**src/rtl/btfc_pkg.sv**
```systemverilog
// ----------------------------------------------------------------------------
// btfc_pkg
// Shared types, constants and helpers for the boundary-tag free coalescer:
// word layouts, header memory word, controller states, datapath operations.
// ----------------------------------------------------------------------------
package btfc_pkg;

    localparam int HEAP_UNITS = 4096;
    localparam int ADDR_W     = 12;
    localparam int SIZE_W     = 13;
    localparam int SUM_W      = 14;

    typedef enum logic [1:0] {
        CMD_WRITE    = 2'd0,
        CMD_READ     = 2'd1,
        CMD_FREE     = 2'd2,
        CMD_SET_HEAD = 2'd3
    } cmd_t;

    typedef struct packed {
        cmd_t              command;
        logic [ADDR_W-1:0] addr;
        logic [SIZE_W-1:0] size_units;
        logic [SIZE_W-1:0] prev_size_units;
        logic              is_free;
        logic [ADDR_W-1:0] link_prev_in;
        logic [ADDR_W-1:0] link_next_in;
        logic              head_valid_in;
    } req_t;

    typedef struct packed {
        logic [ADDR_W-1:0] result_addr;
        logic [SIZE_W-1:0] result_size;
        logic [SIZE_W-1:0] result_prev_size;
        logic              result_free;
        logic [ADDR_W-1:0] result_link_prev;
        logic [ADDR_W-1:0] result_link_next;
        logic              merged_following;
        logic              merged_preceding;
        logic [ADDR_W-1:0] head_addr;
        logic              head_valid_out;
    } rsp_t;

    typedef struct packed {
        logic [SIZE_W-1:0] size;
        logic [SIZE_W-1:0] prior_size;
        logic              free;
        logic [ADDR_W-1:0] link_prev;
        logic [ADDR_W-1:0] link_next;
    } hdr_t;

    typedef enum logic [4:0] {
        ST_IDLE,
        ST_WRITE,
        ST_READ_RD,
        ST_READ_CAP,
        ST_SET_HEAD,
        ST_FREE_C_RD,
        ST_FREE_C_CAP,
        ST_FREE_N_CAP,
        ST_FREE_P_CHK,
        ST_FREE_P_CAP,
        ST_M_T_RD,
        ST_M_T_WR,
        ST_M_LO_RD,
        ST_M_LO_WR,
        ST_M_LP_RD,
        ST_M_LP_WR,
        ST_M_LN_RD,
        ST_M_LN_WR,
        ST_M_HEAD,
        ST_FIN_RD,
        ST_FIN_WR,
        ST_DONE
    } state_t;

    typedef enum logic [4:0] {
        OP_NONE,
        OP_LATCH,
        OP_WRITE,
        OP_RD_A,
        OP_READ_CAP,
        OP_SET_HEAD,
        OP_C_CAP,
        OP_N_CAP,
        OP_P_CHK,
        OP_P_CAP,
        OP_T_RD,
        OP_T_WR,
        OP_LO_RD,
        OP_LO_WR,
        OP_LP_RD,
        OP_LP_WR,
        OP_LN_RD,
        OP_LN_WR,
        OP_HEAD,
        OP_FIN_RD,
        OP_FIN_WR
    } dp_op_t;

    typedef struct packed {
        dp_op_t op;
        logic   out_load;
    } dp_cmd_t;

    typedef struct packed {
        cmd_t req_cmd;
        logic a_ok;
        logic n_ok;
        logic rd_free;
        logic t_ok;
        logic lp_ok;
        logic ln_ok;
        logic p_ok;
        logic out_free;
    } dp_stat_t;

    function automatic logic in_heap(input logic [SUM_W-1:0] a);
        return a < SUM_W'(HEAP_UNITS);
    endfunction

    function automatic logic [SIZE_W-1:0] sat_add(input logic [SIZE_W-1:0] a,
                                                  input logic [SIZE_W-1:0] b);
        logic [SIZE_W:0] s;
        s = {1'b0, a} + {1'b0, b};
        return s[SIZE_W] ? {SIZE_W{1'b1}} : s[SIZE_W-1:0];
    endfunction

endpackage

```
**src/rtl/btfc_ctrl.sv**
```systemverilog
// ----------------------------------------------------------------------------
// btfc_ctrl
// Sequencer: walks each command through its header memory accesses and
// issues one datapath operation per cycle.
// ----------------------------------------------------------------------------
module btfc_ctrl
    import btfc_pkg::*;
(
    input  logic     clk,
    input  logic     rst_n,
    input  logic     req_valid,
    output logic     req_ready,
    input  dp_stat_t stat,
    output dp_cmd_t  cmd
);

    state_t state_reg;
    state_t state_next;
    logic   phase_reg;
    logic   phase_next;

    always_ff @(posedge clk or negedge rst_n)
    begin
        if (!rst_n)
        begin
            state_reg <= ST_IDLE;
            phase_reg <= 1'b0;
        end
        else
        begin
            state_reg <= state_next;
            phase_reg <= phase_next;
        end
    end

    always_comb
    begin
        state_next   = state_reg;
        phase_next   = phase_reg;
        req_ready    = 1'b0;
        cmd.op       = OP_NONE;
        cmd.out_load = 1'b0;
        case (state_reg)
            ST_IDLE:
            begin
                req_ready = 1'b1;
                if (req_valid)
                begin
                    cmd.op = OP_LATCH;
                    case (stat.req_cmd)
                        CMD_WRITE:    state_next = ST_WRITE;
                        CMD_READ:     state_next = ST_READ_RD;
                        CMD_FREE:     state_next = ST_FREE_C_RD;
                        CMD_SET_HEAD: state_next = ST_SET_HEAD;
                        default:      state_next = ST_IDLE;
                    endcase
                end
            end
            ST_WRITE:
            begin
                cmd.op     = OP_WRITE;
                state_next = ST_DONE;
            end
            ST_READ_RD:
            begin
                cmd.op     = OP_RD_A;
                state_next = ST_READ_CAP;
            end
            ST_READ_CAP:
            begin
                cmd.op     = OP_READ_CAP;
                state_next = ST_DONE;
            end
            ST_SET_HEAD:
            begin
                cmd.op     = OP_SET_HEAD;
                state_next = ST_DONE;
            end
            ST_FREE_C_RD:
            begin
                if (stat.a_ok)
                begin
                    cmd.op     = OP_RD_A;
                    state_next = ST_FREE_C_CAP;
                end
                else
                begin
                    state_next = ST_DONE;
                end
            end
            ST_FREE_C_CAP:
            begin
                cmd.op     = OP_C_CAP;
                state_next = stat.n_ok ? ST_FREE_N_CAP : ST_FREE_P_CHK;
            end
            ST_FREE_N_CAP:
            begin
                cmd.op = OP_N_CAP;
                if (stat.rd_free)
                begin
                    phase_next = 1'b0;
                    state_next = ST_M_T_RD;
                end
                else
                begin
                    state_next = ST_FREE_P_CHK;
                end
            end
            ST_FREE_P_CHK:
            begin
                cmd.op     = OP_P_CHK;
                state_next = stat.p_ok ? ST_FREE_P_CAP : ST_FIN_RD;
            end
            ST_FREE_P_CAP:
            begin
                cmd.op = OP_P_CAP;
                if (stat.rd_free)
                begin
                    phase_next = 1'b1;
                    state_next = ST_M_T_RD;
                end
                else
                begin
                    state_next = ST_FIN_RD;
                end
            end
            ST_M_T_RD:
            begin
                cmd.op     = OP_T_RD;
                state_next = stat.t_ok ? ST_M_T_WR : ST_M_LO_RD;
            end
            ST_M_T_WR:
            begin
                cmd.op     = OP_T_WR;
                state_next = ST_M_LO_RD;
            end
            ST_M_LO_RD:
            begin
                cmd.op     = OP_LO_RD;
                state_next = ST_M_LO_WR;
            end
            ST_M_LO_WR:
            begin
                cmd.op = OP_LO_WR;
                if (stat.lp_ok)
                begin
                    state_next = ST_M_LP_RD;
                end
                else if (stat.ln_ok)
                begin
                    state_next = ST_M_LN_RD;
                end
                else
                begin
                    state_next = ST_M_HEAD;
                end
            end
            ST_M_LP_RD:
            begin
                cmd.op     = OP_LP_RD;
                state_next = ST_M_LP_WR;
            end
            ST_M_LP_WR:
            begin
                cmd.op     = OP_LP_WR;
                state_next = stat.ln_ok ? ST_M_LN_RD : ST_M_HEAD;
            end
            ST_M_LN_RD:
            begin
                cmd.op     = OP_LN_RD;
                state_next = ST_M_LN_WR;
            end
            ST_M_LN_WR:
            begin
                cmd.op     = OP_LN_WR;
                state_next = ST_M_HEAD;
            end
            ST_M_HEAD:
            begin
                cmd.op     = OP_HEAD;
                state_next = phase_reg ? ST_FIN_RD : ST_FREE_P_CHK;
            end
            ST_FIN_RD:
            begin
                cmd.op     = OP_FIN_RD;
                state_next = ST_FIN_WR;
            end
            ST_FIN_WR:
            begin
                cmd.op     = OP_FIN_WR;
                state_next = ST_DONE;
            end
            ST_DONE:
            begin
                if (stat.out_free)
                begin
                    cmd.out_load = 1'b1;
                    state_next   = ST_IDLE;
                end
            end
            default:
            begin
                state_next = ST_IDLE;
            end
        endcase
    end

endmodule

```
**config.mk**
```make
export PLATFORM = sky130hd
export DESIGN_NAME = btfc_ctrl
export DESIGN_NICKNAME = d
export VERILOG_FILES = /design/src/rtl/btfc_pkg.sv /design/src/rtl/btfc_ctrl.sv
export SDC_FILE = /design/constraint.sdc
export NUM_CORES = 1
export LEC_CHECK = 0
export BUFFER_PORTS_ARGS = -buffer_cell sky130_fd_sc_hd__buf_4
export CORE_UTILIZATION = 47
export CTS_CLUSTER_DIAMETER = 30
export DETAILED_ROUTE_END_ITERATION = 12
export PLACE_DENSITY = 0.74
export SETUP_SLACK_MARGIN = 0.3
export SLEW_MARGIN = 20
export SYNTH_ARGS = -nofsm -noshare
export SYNTH_HDL_FRONTEND = slang
export SYNTH_SLANG_ARGS = --single-unit
export TNS_END_PERCENT = 20
```
**constraint.sdc**
```tcl
create_clock -name clk -period 1.3 [get_ports clk]
set_input_delay 0.065 -clock clk [delete_from_list [all_inputs] [get_ports clk]]
set_output_delay 0.065 -clock clk [all_outputs]
set_load 0.01 [all_outputs]
```
After elaboration in Yosys (flattened, before gate mapping). Index checks and enable logic that the tools add are counted.

Register bits after elaboration: 6. Input port bits: 13. Output and inout bits: 7. Word-level logic and storage cells: 58.

Equality and inequality tests: 28. Mux-type cells: 22. Reduce and logical (&&, ||, !) cells: 6.

Operators with widths (number): $pmux 5 s21 (1); $pmux 5 s19 (1); $eq 5x4->1 const B (8); $mux 5 (7); $eq 5x5->1 const B (6); $eq 5x3->1 const B (4); $pmux 5 s4 (1); $eq 5x2->1 const B (2); $ne 2x2->1 const B (4); $mux 1 (6); $mux 2 (3); $eq 5x1->1 const B (1); $logic_not 5->1 (1); $eq 2x2->1 const B (2); $mux 4 (1); $reduce_or 4->1 (1); $mux 3 (1); $reduce_and 3->1 (1); $eq 2x1->1 const B (1); $logic_not 2->1 (1); $pmux 1 s2 (1); $reduce_and 2->1 (1); $reduce_bool 2->1 (1).

Longest topological paths before layout.
Depth in word-level cells: 4. Depth in mapped cells: 7. Gate-level depth less buffers: 6.

Worst setup path before layout. OpenSTA, ideal clock, no wires.

Kind: flip-flop to flip-flop. Start: reg state_reg[4]. End: reg state_reg[0]. Library setup time: 0.124 ns. Arrival time: 1.219 ns. Data required time: 1.176 ns. Slack: -0.043 ns. Cell stages (with the launch flop): 7. Path buffers: 1. Period minus slack after synthesis: 1.343 ns. Cell sequence: dfrtp_1 buf_4 and2b_4 nand2_1 o21ai_0 o21a_1 o31a_1.

Longest elaborated chain between the ends: 3. Elaborated cells between the ends (all ways): 27. Classes of those cells: eq/ne (23); mux (1); reduce/logical (3).

RTL lines: start: declaration (line btfc_ctrl.sv:17) `state_t state_reg;`; start signal: assignment (line btfc_ctrl.sv:31) `state_reg <= state_next;`; $eq 5x5->1, or another cell as far along (line btfc_ctrl.sv:43) `case (state_reg)`; $reduce_or 4->1 (no source line) or $ne 2x2->1 (tied branches); $pmux 5 s19 or $reduce_and 2->1 (tied branches).

Parallel ways exist; a longest one is shown, timed or not. A chain may end at the register's enable or synchronous reset.

Final worst setup path.
Start: reg state_reg[3]. End: out req_ready.

Longest elaborated chain between the ends: 2.

RTL lines: $logic_not 5->1 (line btfc_ctrl.sv:43); $mux 1 (line btfc_ctrl.sv:43); end: declaration (line btfc_ctrl.sv:12) `output logic req_ready,`.

Every way passes these cells.

==> flow_summary_export.csv <==
group,metric,value,unit
sta,whs,0.157,ns
setup_path,worstPathMaxFanout,4,
power_and_ir_drop,combPwrFrac,85.4,%
power_and_ir_drop,total_power,3.99,mW
sta,fin_worst_skew,0.0123,ns
sta,worst_slack,-0.377,ns
setup_path,r2r_start,"state_reg[3]",
layout,final_common_cell,"buf_4",
clocking,cts-htree-levels,1,
detailed_routing,met2WireLength,1860,µm
synth,yosys_warnings,0,
power_and_ir_drop,p_seq_share,10.0,%
placement,placed_cells,186,
power_and_ir_drop,p_clk_share,4.6,%
sta,timing.fmax,0.596,GHz
grt,antenna_found_initial,0,
worst_hold_path,hp-class,"in -> async",
sta,rsz0062_at_grt,"true",
sta,drv_slew,0,
grt,grt_max_degree,14,
grt,gr-total-overflow,0,
status,violations,"DRC, setup timing",
grt,grt_pass1_wl,6020,µm
sta,fin_crit_sh,129,%
layout,nets,197,
detailed_routing,maxUsedRoutingLayer,"met4",
layout,antenna_cells,0,
setup_path,r2r_cells,6,
synth,ys_seq_elements,6,
sta,tightest_slew,0.395,ns
power_and_ir_drop,switching_share,49.5,%
power_and_ir_drop,peakVddDrop,1.97,mV
synth,synth.avg_cell_area,6.73,µm²
synth,synth_edf_count,0,
layout,syn2layout_area_growth,74.8,%
grt,grtUsageTotal,42.3,%
detailed_routing,met3WireLength,629,µm
clocking,cts_buffers,3,
floorplan,initial_utilization,52.9,%
clocking,clkLatencyLatePin,0.26,ns
layout,drive_gt1_share,54.9,%
synth,syn_area,835,µm²
clocking,clkSinkCount,6,
detailed_routing,met1_length,1520,µm
placement,numPortBuffers,19,
power_and_ir_drop,power.internal,2.01,mW
setup_path,r2r_slack,-0.31,ns
setup_path,path_cells,"inv_2 -> nand2_2 -> buf_4 -> nor4_4 -> buf_4 -> buf_4",
placement,dp_slack,-0.196,ns
clocking,clockBufferDepth,2,
floorplan,die_h,44.1,µm
detailed_routing,drc_errors,2,
detailed_routing,drt_first_pass_iters,10,
setup_path,r2r_end,"state_reg[4]",
synth,synth_cell_types,37,
detailed_routing,ant_nets,0,
sta,slew_headroom,73.4,%
status,outcome,"complete, but fails checks",
floorplan,rows,14,
synth,synth_ff_type,"dfrtp_1",
power_and_ir_drop,power_leakage,0.676,nW
placement,dp_hpwl,2290,µm
layout,largest_reg_flops,5,
detailed_routing,viasPerCell,7.31,
sta,min_period,1.68,ns
synth,syn_inst,124,
sta,fin_tns_setup,-3.17,ns
setup_path,critPathArrivalTime,1.61,ns
floorplan,die_area,1950,µm²
clocking,cts-root-buf,"clkbuf_4",
setup_path,cp_common_cell,"buf_4",
layout,final_cell_mix,"52 x buf_4, 12 x buf_6, 11 x nand2_1",
detailed_routing,dr.first_iter.drc_count,163,
power_and_ir_drop,switching_power,1.98,mW
sta,final_hold_viol_count,0,
placement,gp_congestion,0.947,
sta,setup_viol,12,
synth,ys_seq_area_share,18.0,%
floorplan,die-width,44.1,µm
detailed_routing,totalWireLength,4430,µm
setup_path,endpoint_kind,"output pin",
power_and_ir_drop,power_density,2730,nW/µm²
setup_path,crit_path_max_incr_delay,0.45,ns
detailed_routing,num_vias,1448,
clocking,cts_tree,"done",
setup_path,worst_ep_required_time,1.24,ns
clocking,clkTransAtPathRegs,0.06,ns
grt,grt_pass1_vias,1336,
synth,synthArstFlopShare,100,%
layout,instances_no_fill,198,
setup_path,critical_path_class,"reg -> out",
floorplan,ioPinCount,20,
detailed_routing,wire_per_inst,22.4,µm
setup_path,start_kind,"register",
flow_run,drv_cap,0,
synth,syn_nets,137,
floorplan,core,1580,µm²
setup_path,cp_slowest_cell,"dfrtp_1",
-- worst max-delay path: cells and delay by family (launching register included) --
family | cells | cell delay, ns
buf+inv | 4 | 0.59
simple gates | 2 | 0.31
flops | 1 | 0.45
-- per-layer routing --
| layer | vias to the layer above | global-route usage, % |
|---|---|---|
| li1 | 574 | - |
| met3 | 67 | 8.98 |
| met5 | - | 0 |
| met4 | 0 | 27.9 |
| met1 | 618 | 47.5 |
| met2 | 189 | 71.8 |
-- cell families (layout without fill, tap and decap cells) --
kind of cell	count (synthesis)	after routing	share of synthesized area [%]
compound gates	48	48	36.9
flops	6	6	18.0
buf+inv	20	78	13.8
simple gates	50	50	31.3
-- cells in the mapped netlist (2+ instances only) --
master	number	area share, %
buf_4	3	2.7
o21ai_0	7	4.2
buf_6	3	4.0
buf_2	5	3.0
a31oi_1	6	4.5
nand3_1	4	2.4
o22ai_1	3	2.2
nand2b_1	3	2.2
inv_1	5	2.2
a21oi_1	13	7.8
nor2_1	10	4.5
a32oi_1	3	3.1
nor3_1	4	2.4
o21ai_1	5	3.0
a32o_1	2	2.4
dfrtp_1	6	18
inv_2	4	1.8
nand2_1	16	7.2
o21a_1	4	3.6
-- worst max-delay path by stage --
stage,start,end,slack (ns)
2_1_floorplan,state_reg[4],state_reg[0],-0.008
3_3_place_gp,state_reg[1],state_reg[2],-0.14
3_5_place_dp,state_reg[2],state_reg[1],-0.20
4_1_cts,state_reg[2],cmd[1],-0.22
5_1_grt,state_reg[3],req_ready,-0.35
6_report,state_reg[3],req_ready,-0.38
-- what timing repair did --
item	in CTS	in global routing
hold buffers	1	0
setup buffers	7	1
pin swaps	4	5
gates resized for setup	30	10
endpoints found under the setup margin	13	13
endpoints found under the hold margin	6	0
-- through the flow --
| stage | instance area, µm² | utilization, % |
|---|---|---|
| 6_report | 1460 | 92.5 |
| 2_1_floorplan | 856 | - |
| 4_1_cts | 1420 | 89.8 |
| 5_1_grt | 1460 | 92.5 |
| 3_3_place_gp | 1230 | 77.9 |
| 3_5_place_dp | 1230 | 77.9 |
-- power by group through the flow --
stage	registers [mW]	logic (mW)	clock network [mW]
2_1_floorplan	0.318	1.54	0
3_3_place_gp	0.382	2.49	0
3_5_place_dp	0.388	2.53	0
4_1_cts	0.380	3.00	0.173
5_1_grt	0.399	3.50	0.189
6_report	0.399	3.41	0.183
-- layout make-up --
type / count / area [µm²]
Clock buffer: 3 / 22.5
Sequential cell: 6 / 154
Timing Repair Buffer: 66 / 556
Inverter: 9 / 33.8
Tap cell: 16 / 20.0
Fill cell: 60 / 118
Multi-Input combinational cell: 98 / 673
Power figures use the tool's default switching activity.
